File: src/rtl/tsq_pkg.sv
// shared types and constants of the touch strip qualifier
package tsq_pkg;

  localparam int SAMPLE_W = 12;
  localparam int TIME_W   = 64;
  localparam int COUNT_W  = 8;
  localparam int INDEX_W  = 3;
  localparam int CFG_W    = 12;
  localparam int DATA_W   = 80;

  // phase codes
  localparam logic [1:0] PH_IDLE  = 2'd0;
  localparam logic [1:0] PH_START = 2'd1;
  localparam logic [1:0] PH_TRACK = 2'd2;
  localparam logic [1:0] PH_HOLD  = 2'd3;

  // register indexes
  localparam logic [INDEX_W-1:0] REG_THRESHOLD = 3'd0;
  localparam logic [INDEX_W-1:0] REG_JUMP      = 3'd1;
  localparam logic [INDEX_W-1:0] REG_IDLE      = 3'd2;
  localparam logic [INDEX_W-1:0] REG_START     = 3'd3;
  localparam logic [INDEX_W-1:0] REG_HOLD      = 3'd4;
  localparam logic [INDEX_W-1:0] REG_RELEASE   = 3'd5;

  // register reset values
  localparam logic [SAMPLE_W-1:0] RST_THRESHOLD = 12'd50;
  localparam logic [SAMPLE_W-1:0] RST_JUMP      = 12'd200;
  localparam logic [COUNT_W-1:0]  RST_IDLE      = 8'd20;
  localparam logic [COUNT_W-1:0]  RST_START     = 8'd100;
  localparam logic [COUNT_W-1:0]  RST_HOLD      = 8'd80;
  localparam logic [SAMPLE_W-1:0] RST_RELEASE   = 12'd2048;
  localparam logic [COUNT_W-1:0]  RST_COUNT     = 8'd1;

  typedef struct packed {
    logic [SAMPLE_W-1:0] threshold;
    logic [SAMPLE_W-1:0] jump_limit;
    logic [COUNT_W-1:0]  idle_interval;
    logic [COUNT_W-1:0]  start_delay;
    logic [COUNT_W-1:0]  hold_interval;
    logic [SAMPLE_W-1:0] release_code;
  } cfg_t;

  typedef struct packed {
    logic                emit;
    logic                is_release;
    logic [SAMPLE_W-1:0] position;
  } result_t;

endpackage

File: src/rtl/tsq_cfg_regs.sv
// configuration register file of the touch strip qualifier
module tsq_cfg_regs (
  input  logic                        clk,
  input  logic                        rst_n,
  input  logic                        cfg_we,
  input  logic [tsq_pkg::INDEX_W-1:0] cfg_index,
  input  logic [tsq_pkg::CFG_W-1:0]   cfg_wdata,
  output tsq_pkg::cfg_t               cfg
);

  tsq_pkg::cfg_t cfg_r;

  always_ff @(posedge clk) begin
    if (!rst_n) begin
      cfg_r.threshold     <= tsq_pkg::RST_THRESHOLD;
      cfg_r.jump_limit    <= tsq_pkg::RST_JUMP;
      cfg_r.idle_interval <= tsq_pkg::RST_IDLE;
      cfg_r.start_delay   <= tsq_pkg::RST_START;
      cfg_r.hold_interval <= tsq_pkg::RST_HOLD;
      cfg_r.release_code  <= tsq_pkg::RST_RELEASE;
    end else if (cfg_we) begin
      unique case (cfg_index)
        tsq_pkg::REG_THRESHOLD: cfg_r.threshold     <= cfg_wdata;
        tsq_pkg::REG_JUMP:      cfg_r.jump_limit    <= cfg_wdata;
        tsq_pkg::REG_IDLE:      cfg_r.idle_interval <= cfg_wdata[tsq_pkg::COUNT_W-1:0];
        tsq_pkg::REG_START:     cfg_r.start_delay   <= cfg_wdata[tsq_pkg::COUNT_W-1:0];
        tsq_pkg::REG_HOLD:      cfg_r.hold_interval <= cfg_wdata[tsq_pkg::COUNT_W-1:0];
        tsq_pkg::REG_RELEASE:   cfg_r.release_code  <= cfg_wdata;
        default: ;
      endcase
    end
  end

  assign cfg = cfg_r;

endmodule

File: src/rtl/tsq_core.sv
// decimation counter, phase machine and jump check of the touch strip qualifier
module tsq_core (
  input  logic                         clk,
  input  logic                         rst_n,
  input  logic                         step,
  input  logic [tsq_pkg::SAMPLE_W-1:0] sample,
  input  tsq_pkg::cfg_t                cfg,
  output tsq_pkg::result_t             result
);

  logic [1:0]                   phase_r, phase_nxt;
  logic [tsq_pkg::COUNT_W-1:0]  count_r, count_nxt, count_dec;
  logic [tsq_pkg::SAMPLE_W-1:0] prev_r, prev_nxt;
  logic [tsq_pkg::SAMPLE_W-1:0] diff;
  logic                         evaluate;
  logic                         below;

  assign count_dec = count_r - 1'b1;
  assign evaluate  = (count_dec == '0);
  assign below     = (sample < cfg.threshold);
  // true absolute difference against the last evaluated sample
  assign diff      = (sample >= prev_r) ? (sample - prev_r) : (prev_r - sample);

  always_comb begin
    phase_nxt         = phase_r;
    count_nxt         = count_dec;
    prev_nxt          = prev_r;
    result.emit       = 1'b0;
    result.is_release = 1'b0;
    result.position   = sample;
    if (evaluate) begin
      count_nxt = cfg.idle_interval;
      prev_nxt  = sample;
      unique case (phase_r)
        tsq_pkg::PH_IDLE: begin
          if (!below) begin
            phase_nxt = tsq_pkg::PH_START;
            count_nxt = cfg.start_delay;
          end
        end
        tsq_pkg::PH_START: begin
          phase_nxt = below ? tsq_pkg::PH_IDLE : tsq_pkg::PH_TRACK;
        end
        tsq_pkg::PH_TRACK: begin
          result.emit = (diff < cfg.jump_limit) && (sample > cfg.threshold);
          phase_nxt   = tsq_pkg::PH_HOLD;
          count_nxt   = cfg.hold_interval;
        end
        default: begin
          if (below) begin
            result.emit       = 1'b1;
            result.is_release = 1'b1;
            result.position   = cfg.release_code;
            phase_nxt         = tsq_pkg::PH_IDLE;
          end else begin
            phase_nxt = tsq_pkg::PH_TRACK;
          end
        end
      endcase
    end
  end

  always_ff @(posedge clk) begin
    if (!rst_n) begin
      phase_r <= tsq_pkg::PH_IDLE;
      count_r <= tsq_pkg::RST_COUNT;
      prev_r  <= '0;
    end else if (step) begin
      phase_r <= phase_nxt;
      count_r <= count_nxt;
      prev_r  <= prev_nxt;
    end
  end

endmodule

File: src/rtl/touch_strip_qualifier.sv
// top level of the touch strip qualifier
// path: a sample request is held in the input register and its result in the result register
// throughput: one sample request per cycle while the result side keeps up
// the rate is set by the input register feeding the result register in one pass
// reset: synchronous, active low; clears the pipeline, phase machine and previous
// sample, presets the countdown and reloads every configuration register with its default
module touch_strip_qualifier (
  input  logic                        clk,
  input  logic                        rst_n,
  // sample requests
  input  logic                        in_tvalid,
  output logic                        in_tready,
  input  logic [tsq_pkg::DATA_W-1:0]  in_tdata,   // sample[11:0], timestamp[75:12], zero fill
  // result requests
  output logic                        out_tvalid,
  input  logic                        out_tready,
  output logic [tsq_pkg::DATA_W-1:0]  out_tdata,  // position[11:0], event_time[75:12], zero fill
  output logic                        out_tuser,  // is_release
  // configuration writes
  input  logic                        cfg_we,
  input  logic [tsq_pkg::INDEX_W-1:0] cfg_index,
  input  logic [tsq_pkg::CFG_W-1:0]   cfg_wdata
);

  localparam int TIME_LO = tsq_pkg::SAMPLE_W;
  localparam int TIME_HI = tsq_pkg::SAMPLE_W + tsq_pkg::TIME_W - 1;
  localparam int FILL_W  = tsq_pkg::DATA_W - tsq_pkg::SAMPLE_W - tsq_pkg::TIME_W;

  tsq_pkg::cfg_t    cfg;
  tsq_pkg::result_t result;

  // input register
  logic                         in_valid_r;
  logic [tsq_pkg::SAMPLE_W-1:0] in_sample_r;
  logic [tsq_pkg::TIME_W-1:0]   in_time_r;

  // result register
  logic                         out_valid_r;
  logic                         out_release_r;
  logic [tsq_pkg::SAMPLE_W-1:0] out_pos_r;
  logic [tsq_pkg::TIME_W-1:0]   out_time_r;

  logic advance;
  logic in_take;

  // the registered sample moves on once the result register is free or draining;
  // skipped samples and samples with no result just retire here
  assign advance   = in_valid_r && (!out_valid_r || out_tready);
  assign in_tready = !in_valid_r || advance;
  assign in_take   = in_tvalid && in_tready;

  always_ff @(posedge clk) begin
    if (!rst_n) begin
      in_valid_r <= 1'b0;
    end else if (in_tready) begin
      in_valid_r <= in_tvalid;
    end
  end

  always_ff @(posedge clk) begin
    if (in_take) begin
      in_sample_r <= in_tdata[tsq_pkg::SAMPLE_W-1:0];
      in_time_r   <= in_tdata[TIME_HI:TIME_LO];
    end
  end

  tsq_cfg_regs u_cfg (
    .clk       (clk),
    .rst_n     (rst_n),
    .cfg_we    (cfg_we),
    .cfg_index (cfg_index),
    .cfg_wdata (cfg_wdata),
    .cfg       (cfg)
  );

  // state only moves when the registered sample is retired
  tsq_core u_core (
    .clk    (clk),
    .rst_n  (rst_n),
    .step   (advance),
    .sample (in_sample_r),
    .cfg    (cfg),
    .result (result)
  );

  always_ff @(posedge clk) begin
    if (!rst_n) begin
      out_valid_r <= 1'b0;
    end else if (advance && result.emit) begin
      out_valid_r <= 1'b1;
    end else if (out_tready) begin
      out_valid_r <= 1'b0;
    end
  end

  always_ff @(posedge clk) begin
    if (advance && result.emit) begin
      out_release_r <= result.is_release;
      out_pos_r     <= result.position;
      out_time_r    <= in_time_r;
    end
  end

  assign out_tvalid = out_valid_r;
  assign out_tuser  = out_release_r;
  assign out_tdata  = {{FILL_W{1'b0}}, out_time_r, out_pos_r};

endmodule

File: config.mk
export PLATFORM = sky130hd
export DESIGN_NAME = touch_strip_qualifier
export DESIGN_NICKNAME = d
export VERILOG_FILES = /design/src/rtl/tsq_pkg.sv /design/src/rtl/tsq_cfg_regs.sv /design/src/rtl/tsq_core.sv /design/src/rtl/touch_strip_qualifier.sv
export SDC_FILE = /design/constraint.sdc
export NUM_CORES = 1
export LEC_CHECK = 0
export BUFFER_PORTS_ARGS = -buffer_cell sky130_fd_sc_hd__clkbuf_2
export CORE_MARGIN = 2
export CORE_UTILIZATION = 45
export DETAILED_ROUTE_END_ITERATION = 8
export PLACE_DENSITY = 0.67
export SKIP_LAST_GASP = 1
export SLEW_MARGIN = 20
export SYNTH_ARGS = -nofsm -noshare
export SYNTH_HDL_FRONTEND = slang
export SYNTH_SLANG_ARGS = --single-unit
File: constraint.sdc
create_clock -name clk -period 18 [get_ports clk]
set_input_delay 1.8 -clock clk [delete_from_list [all_inputs] [get_ports clk]]
set_output_delay 1.8 -clock clk [all_outputs]
set_load 0.01 [all_outputs]
==> impl_metrics.csv, run 1 <==
group,metric,value,unit
synth,async_reset_ff_frac,0,
cells_and_area,layout-drive-gt1-share,0.235,
timing,rsz0062_at_grt,"no",
clock_network,cts-hold-fix-buffers,0,
status,status,"finished, final reports clean",
synth,syn_avg_cell_area,11.7,um^2
clock_network,cts_tree,"yes",
synth,synth_cells,858,
timing,fmax,182,MHz
worst_setup_path,cp-end-kind,"flip-flop",
drt,routedWlPerCell,17.5,um
floorplanning,io-pin-count,183,
worst_setup_path,cp_data_arrival_time,5.65,ns
worst_setup_path,crit_required,18.14,ns
worst_setup_path,reg2reg_slack,12.49,ns
min_path,min_from,"in_time_r[17]$_DFFE_PP_",
power,power_frac_seq,0.485,
synth,yosys_most_used_dff,"edfxtp_1",
min_path,hold_class,"flip-flop to flip-flop",
floorplanning,fp.dieW,153,um
drt,vias,6865,
global_routing,use_met3,0.0374,
cells_and_area,syn2layout_area_growth,18.8,%
global_routing,use_met1,0.265,
timing,setup-tns-final,0,ns
drt,antenna_left,0,
floorplanning,core.rowCount,54,
floorplanning,die_h,153,um
min_path,min_to,"out_time_r[17]$_DFFE_PP_",
synth,yosysTopAreaCellShare,0.458,
synth,yosys.area.top_type,"edfxtp_1",
power,leakagePower,0.00473,uW
synth,synth_common_cells,"165 x nand2_1, 153 x edfxtp_1, 99 x a21oi_1",
worst_setup_path,r2r-start,"in_sample_r[0]$_DFFE_PP_",
clock_network,cts.clk_slew.worst_paths,0.06,ns
cells_and_area,fin_nets,1185,
worst_setup_path,worstPathMaxFanout,75,
timing,slew_headroom,0.339,
clock_network,cts_made_buffers,24,
clock_network,insertion_delay,0.52,ns
global_routing,top_usage_layer,"met2",
global_routing,grt_overflow,0,
timing,fin_skew,0.0172,ns
clock_network,htree_num_levels,1,
global_routing,use_met2,0.309,
power,p_int,954,uW
power,vdd_drop_max,0.0562,mV
min_path,whs_path_depth,0,
clock_network,clkSinkCount,237,
cells_and_area,fin_util,0.545,
worst_setup_path,crit_family,"compound AO/OA/AOI/OAI gates",
drt,route.detailed.drc,0,
placement,gp_congestion,0.889,
global_routing,grt_pass1_wl,35800,um
synth,synth_edf_count,153,
floorplanning,dieArea,23500,um^2
timing,fin_crit,5.51,ns
placement,dp_hpwl,16600,um
worst_setup_path,max_stage_delay,0.79,ns
power,comb_power_share,0.142,
power,clockPowerShare,0.374,
clock_network,postCtsSetupBuffers,0,
global_routing,antenna_found_initial,0,
placement,io_buffers,174,
drt,drtIter0Drc,394,
worst_setup_path,regToRegEndpoint,"out_time_r[8]$_DFFE_PP_",
synth,yosysSeqAreaShare,0.625,
global_routing,grt_max_degree,76,
worst_setup_path,path_cells,"inv_1, ha_1, inv_1, fa_1, a31o_2, a21oi_1, o21ai_1, o41a_1, mux2_2, ha_1, a21boi_0, o21a_1, o21a_1, o21ai_0, o211ai_1, o31ai_4, buf_4",
timing,tightestPinTransition,0.991,ns
worst_setup_path,crit_path_top_delay_cell,"buf_4",
job,maxCapViolCount,0,
floorplanning,coreArea,21900,um^2
floorplanning,initial_core_util,0.459,
synth,yosysUniqueCellTypes,60,
synth,ys_ff_latch,237,
global_routing,track_usage,0.191,
clock_network,cts_resized,0,
timing,setup_viol,0,
worst_setup_path,setup.worst_path.class,"flip-flop to flip-flop",
synth,yosys_warnings,0,
global_routing,first_global_vias,6516,
synth,synth.cell_area,10000,um^2
worst_setup_path,worstSetupStartpointType,"flip-flop",
timing,fin_crit_sh,0.306,
synth,synthTopCellsByArea,"edfxtp_1 46%, dfxtp_1 17%, ha_1 6.4%",
drt,first_pass_iters,5,
power,power_density,107,nW/um^2
power,switching_power,326,uW
synth,yosysMostFrequentCell,"nand2_1",
cells_and_area,diodes,0,
clock_network,cts_root_buf,"clkbuf_16",
worst_setup_path,crit_buf_inv,3,
drt,routed_wl,23300,um
clock_network,clockBufferDepth,3,
timing,slew_violations,0,
worst_setup_path,reg2reg_depth,17,
drt,drt-vias-per-instance,5.17,
timing,hold_violations,0,
power,p_sw_frac,0.255,
[logic make-up after synthesis]
group / Yosys count / share of synthesized area
mux: 30 / 0.0365
compound gates: 174 / 0.105
simple gates: 256 / 0.113
xor+xnor: 16 / 0.0140
other cells: 1 / 0.000374
flops: 237 / 0.625
buf+inv: 91 / 0.0384
fa+ha+maj: 53 / 0.0676
[sequential cells by signal, summed over array words and instances (netlist names), named ones only]
| register | count |
|---|---|
| in_time_r | 64 |
| out_time_r | 64 |
| u_cfg.cfg | 60 |
| in_sample_r | 12 |
| out_pos_r | 12 |
| u_core.prev_r | 12 |
| u_core.count_r | 8 |
| in_valid_r | 1 |
| out_tuser | 1 |
| out_tvalid | 1 |
| u_core.phase_r | 1 |
[cell usage in the layout, fill, tap and decap left out, types with 6 or more instances in the layout]
| cell type | netlist | routed |
|---|---|---|
| xor2_1 | 9 | 9 |
| nor3_1 | 10 | 10 |
| o211ai_1 | 10 | 10 |
| a21o_1 | 12 | 12 |
| dfxtp_1 | 84 | 84 |
| buf_4 | 4 | 7 |
| mux2_4 | 11 | 11 |
| nand2_1 | 165 | 165 |
| o21ai_0 | 20 | 20 |
| clkbuf_16 | 0 | 24 |
| mux2_2 | 8 | 8 |
| inv_1 | 54 | 54 |
| nor2b_1 | 9 | 9 |
| edfxtp_1 | 153 | 153 |
| nand4_1 | 6 | 6 |
| a21oi_1 | 99 | 99 |
| xnor2_1 | 7 | 7 |
| clkbuf_2 | 0 | 174 |
| nor2_1 | 18 | 18 |
| mux2i_1 | 10 | 10 |
| nor3b_1 | 8 | 8 |
| nand3_1 | 17 | 17 |
| ha_1 | 51 | 51 |
[cell type report]
class / count / area, um^2
clock buffer: 26 / 608
clock inverter: 17 / 153
fill: 1900 / 9970
inverter: 55 / 208
multi-input combinational: 533 / 3400
sequential: 237 / 6280
tap: 280 / 350
timing repair buffer: 181 / 923
[how the worst max path moves through the flow]
stage,start,end,cells after the start
6_report,in_sample_r[0]$_DFFE_PP_,out_time_r[8]$_DFFE_PP_,17
3_3_place_gp,in_sample_r[0]$_DFFE_PP_,out_tuser$_SDFFCE_PP0P_,17
2_1_floorplan,in_sample_r[0]$_DFFE_PP_,out_pos_r[0]$_DFFE_PP_,17
5_1_grt,in_sample_r[0]$_DFFE_PP_,out_time_r[8]$_DFFE_PP_,17
3_5_place_dp,in_sample_r[0]$_DFFE_PP_,out_tuser$_SDFFCE_PP0P_,17
4_1_cts,in_sample_r[0]$_DFFE_PP_,out_time_r[48]$_DFFE_PP_,17
[power by group through the flow]
stage	clock (uW)	sequential [uW]	combinational [uW]
2_1_floorplan	0	625	135
3_3_place_gp	0	631	178
3_5_place_dp	0	632	180
4_1_cts	487	621	181
5_1_grt	509	623	203
6_report	478	620	182
[through the flow]
| step | area [um^2] | total power (uW) | setup WS (ns) | instances | hold slack, ns |
|---|---|---|---|---|---|
| 2_1_floorplan | 10000 | 760 | 8.42 | 861 | 0.400 |
| 3_3_place_gp | 11200 | 809 | 12.58 | 1286 | 0.400 |
| 3_5_place_dp | 11200 | 812 | 12.52 | 1286 | 0.405 |
| 4_1_cts | 11900 | 1290 | 12.50 | 1329 | 0.415 |
| 5_1_grt | 11900 | 1330 | 12.20 | 1329 | 0.417 |
| 6_report | 11900 | 1280 | 12.49 | 1329 | 0.413 |
[per-layer routing]
metal | routed length (um) | part of all wire
met1 | 10700 | 0.46
met2 | 10500 | 0.45
met3 | 1660 | 0.071
met4 | 472 | 0.020
met5 | 0 | 0
(Power assumes the default switching activity.)
==> run 2: changes to the inputs <==
==> constraint.sdc (replaced) <==
create_clock -name clk -period 5.6 [get_ports clk]
set_input_delay 0.56 -clock clk [delete_from_list [all_inputs] [get_ports clk]]
set_output_delay 0.56 -clock clk [all_outputs]
set_load 0.01 [all_outputs]
==> impl_metrics.csv, run 2 (same netlist as run 1, synthesis figures left out) <==
group,metric,value,unit
floorplanning,core.rowCount,54,
placement,dpl_cell_area,11200,um^2
drt,first_pass_iters,5,
timing,fin_crit_sh,0.845,
timing,fmax,211,MHz
clock_network,htree_num_levels,1,
cells_and_area,multi_input_area,3410,um^2
cells_and_area,fill_cells,1901,
floorplanning,fp.dieW,153,um
timing,rsz0062_at_grt,"no",
cells_and_area,diodes,0,
drt,routedWlPerCell,17.5,um
timing,slew_headroom,0.384,
floorplanning,die_h,153,um
clock_network,cts_root_buf,"clkbuf_16",
worst_setup_path,cp_data_arrival_time,4.89,ns
placement,dp_hpwl,16600,um
clock_network,clockBufferDepth,3,
drt,routed_wl,23300,um
drt,antenna_left,0,
cells_and_area,fin_nets,1186,
placement,io_buffers,174,
cells_and_area,stdcell_area,12100,um^2
drt,drtIter0Drc,485,
clock_network,cts.clk_slew.worst_paths,0.06,ns
cells_and_area,syn2layout_area_growth,20.6,%
worst_setup_path,cp-end-kind,"flip-flop",
clock_network,cts-hold-fix-buffers,0,
worst_setup_path,worstPathMaxFanout,78,
power,finalPower,4400,uW
floorplanning,initial_core_util,0.459,
worst_setup_path,setup.worst_path.class,"flip-flop to flip-flop",
clock_network,postCtsSetupBuffers,0,
cells_and_area,final_common_cell,"clkbuf_2",
timing,tightestPinTransition,0.924,ns
min_path,hold_class,"primary input to flip-flop",
cells_and_area,layout-drive-gt1-share,0.244,
clock_network,clkSinkCount,237,
cells_and_area,layout_common_cells,"174 x clkbuf_2, 165 x nand2_1, 153 x edfxtp_1",
global_routing,grt_overflow,0,
global_routing,antenna_found_initial,0,
worst_setup_path,crit_required,5.76,ns
floorplanning,coreArea,21900,um^2
status,status,"finished, final reports clean",
timing,fin_skew,0.0253,ns
cells_and_area,regArea,6280,um^2
drt,route.detailed.drc,0,
timing,setup_ws,0.868,ns
clock_network,cts_tree,"yes",
global_routing,grt_max_degree,79,
floorplanning,io-pin-count,183,
timing,slew_violations,0,
placement,pre_cts_ws,0.903,ns
placement,gp_congestion,0.904,
worst_setup_path,worstSetupStartpointType,"flip-flop",
clock_network,insertion_delay,0.53,ns
power,power_density,363,nW/um^2
drt,vias,6983,
timing,fin_crit,4.73,ns
drt,drt-vias-per-instance,5.25,
timing,setup_viol,0,
global_routing,track_usage,0.195,
global_routing,grt_pass1_wl,36700,um
power,leakagePower,0.00481,uW
job,maxCapViolCount,0,
floorplanning,dieArea,23500,um^2
power,vdd_drop_max,0.215,mV
timing,hold_slack,0.205,ns
clock_network,cts_resized,0,
timing,setup-tns-final,0,ns
timing,hold_violations,0,
clock_network,cts_made_buffers,24,
global_routing,first_global_vias,6604,
[run 2: changes by cell type in the layout (fill, tap and decap cells not counted), moves of 2 or more]
| cell | delta |
|---|---|
| bufinv_16 | +5 |
| clkinv_1 | -4 |
| clkinv_2 | -2 |
| clkinv_4 | +2 |
| clkinvlp_2 | -2 |
| clkinvlp_4 | +2 |
[run 2: worst max-delay path: stages (launching register included)]
cell and delay (ns):
edfxtp_1 0.46, inv_1 0.07, ha_1 0.42, a21o_1 0.22, a31o_2 0.25, a21oi_2 0.15, o21ai_1 0.09, o41a_1 0.59
mux2i_1 0.28, xor2_1 0.26, ha_1 0.29, a21o_1 0.16, a21o_1 0.16, a21oi_1 0.14, o211ai_1 0.13, o31ai_4 0.23
buf_12 0.35
[run 2: cell type report]
| class | instances | share of cell area |
|---|---|---|
| repair buffers | 182 | 0.0779 |
| flip-flops and latches | 237 | 0.519 |
| clock buffers | 25 | 0.0499 |
| inverters | 55 | 0.0172 |
| clock inverters | 19 | 0.0257 |
| well taps | 280 | 0.0289 |
| multi-input cells | 533 | 0.282 |
[run 2: through the flow]
step	instances	util
after global routing	1331	0.553
after floorplan	861	-
after CTS	1331	0.553
after global placement	1287	0.511
final	1331	0.553
after detailed placement	1287	0.511
[run 2: path summary, 6_finish.rpt]
path | depth (start not counted) | slack [ns] | end | from
max | 16 | 0.87 | out_time_r[9]$_DFFE_PP_ | in_sample_r[3]$_DFFE_PP_
min | 1 | 0.21 | in_time_r[24]$_DFFE_PP_ | in_tdata[36]
max reg2reg | 16 | 0.87 | out_time_r[9]$_DFFE_PP_ | in_sample_r[3]$_DFFE_PP_
min reg2reg | 0 | 0.40 | out_time_r[4]$_DFFE_PP_ | in_time_r[4]$_DFFE_PP_
[run 2: metal layers]
layer / track usage / vias to the layer above / wire length (um)
li1: - / 3382 / -
met1: 0.270 / 3334 / 10600
met2: 0.318 / 227 / 10600
met3: 0.0377 / 40 / 1640
met4: 0.0481 / 0 / 441
met5: 0 / - / 0
[run 2: report_power, final]
| part | switching [uW] | internal, uW |
|---|---|---|
| clock network | 685 | 1120 |
| registers | 47.3 | 1940 |
| logic | 355 | 247 |
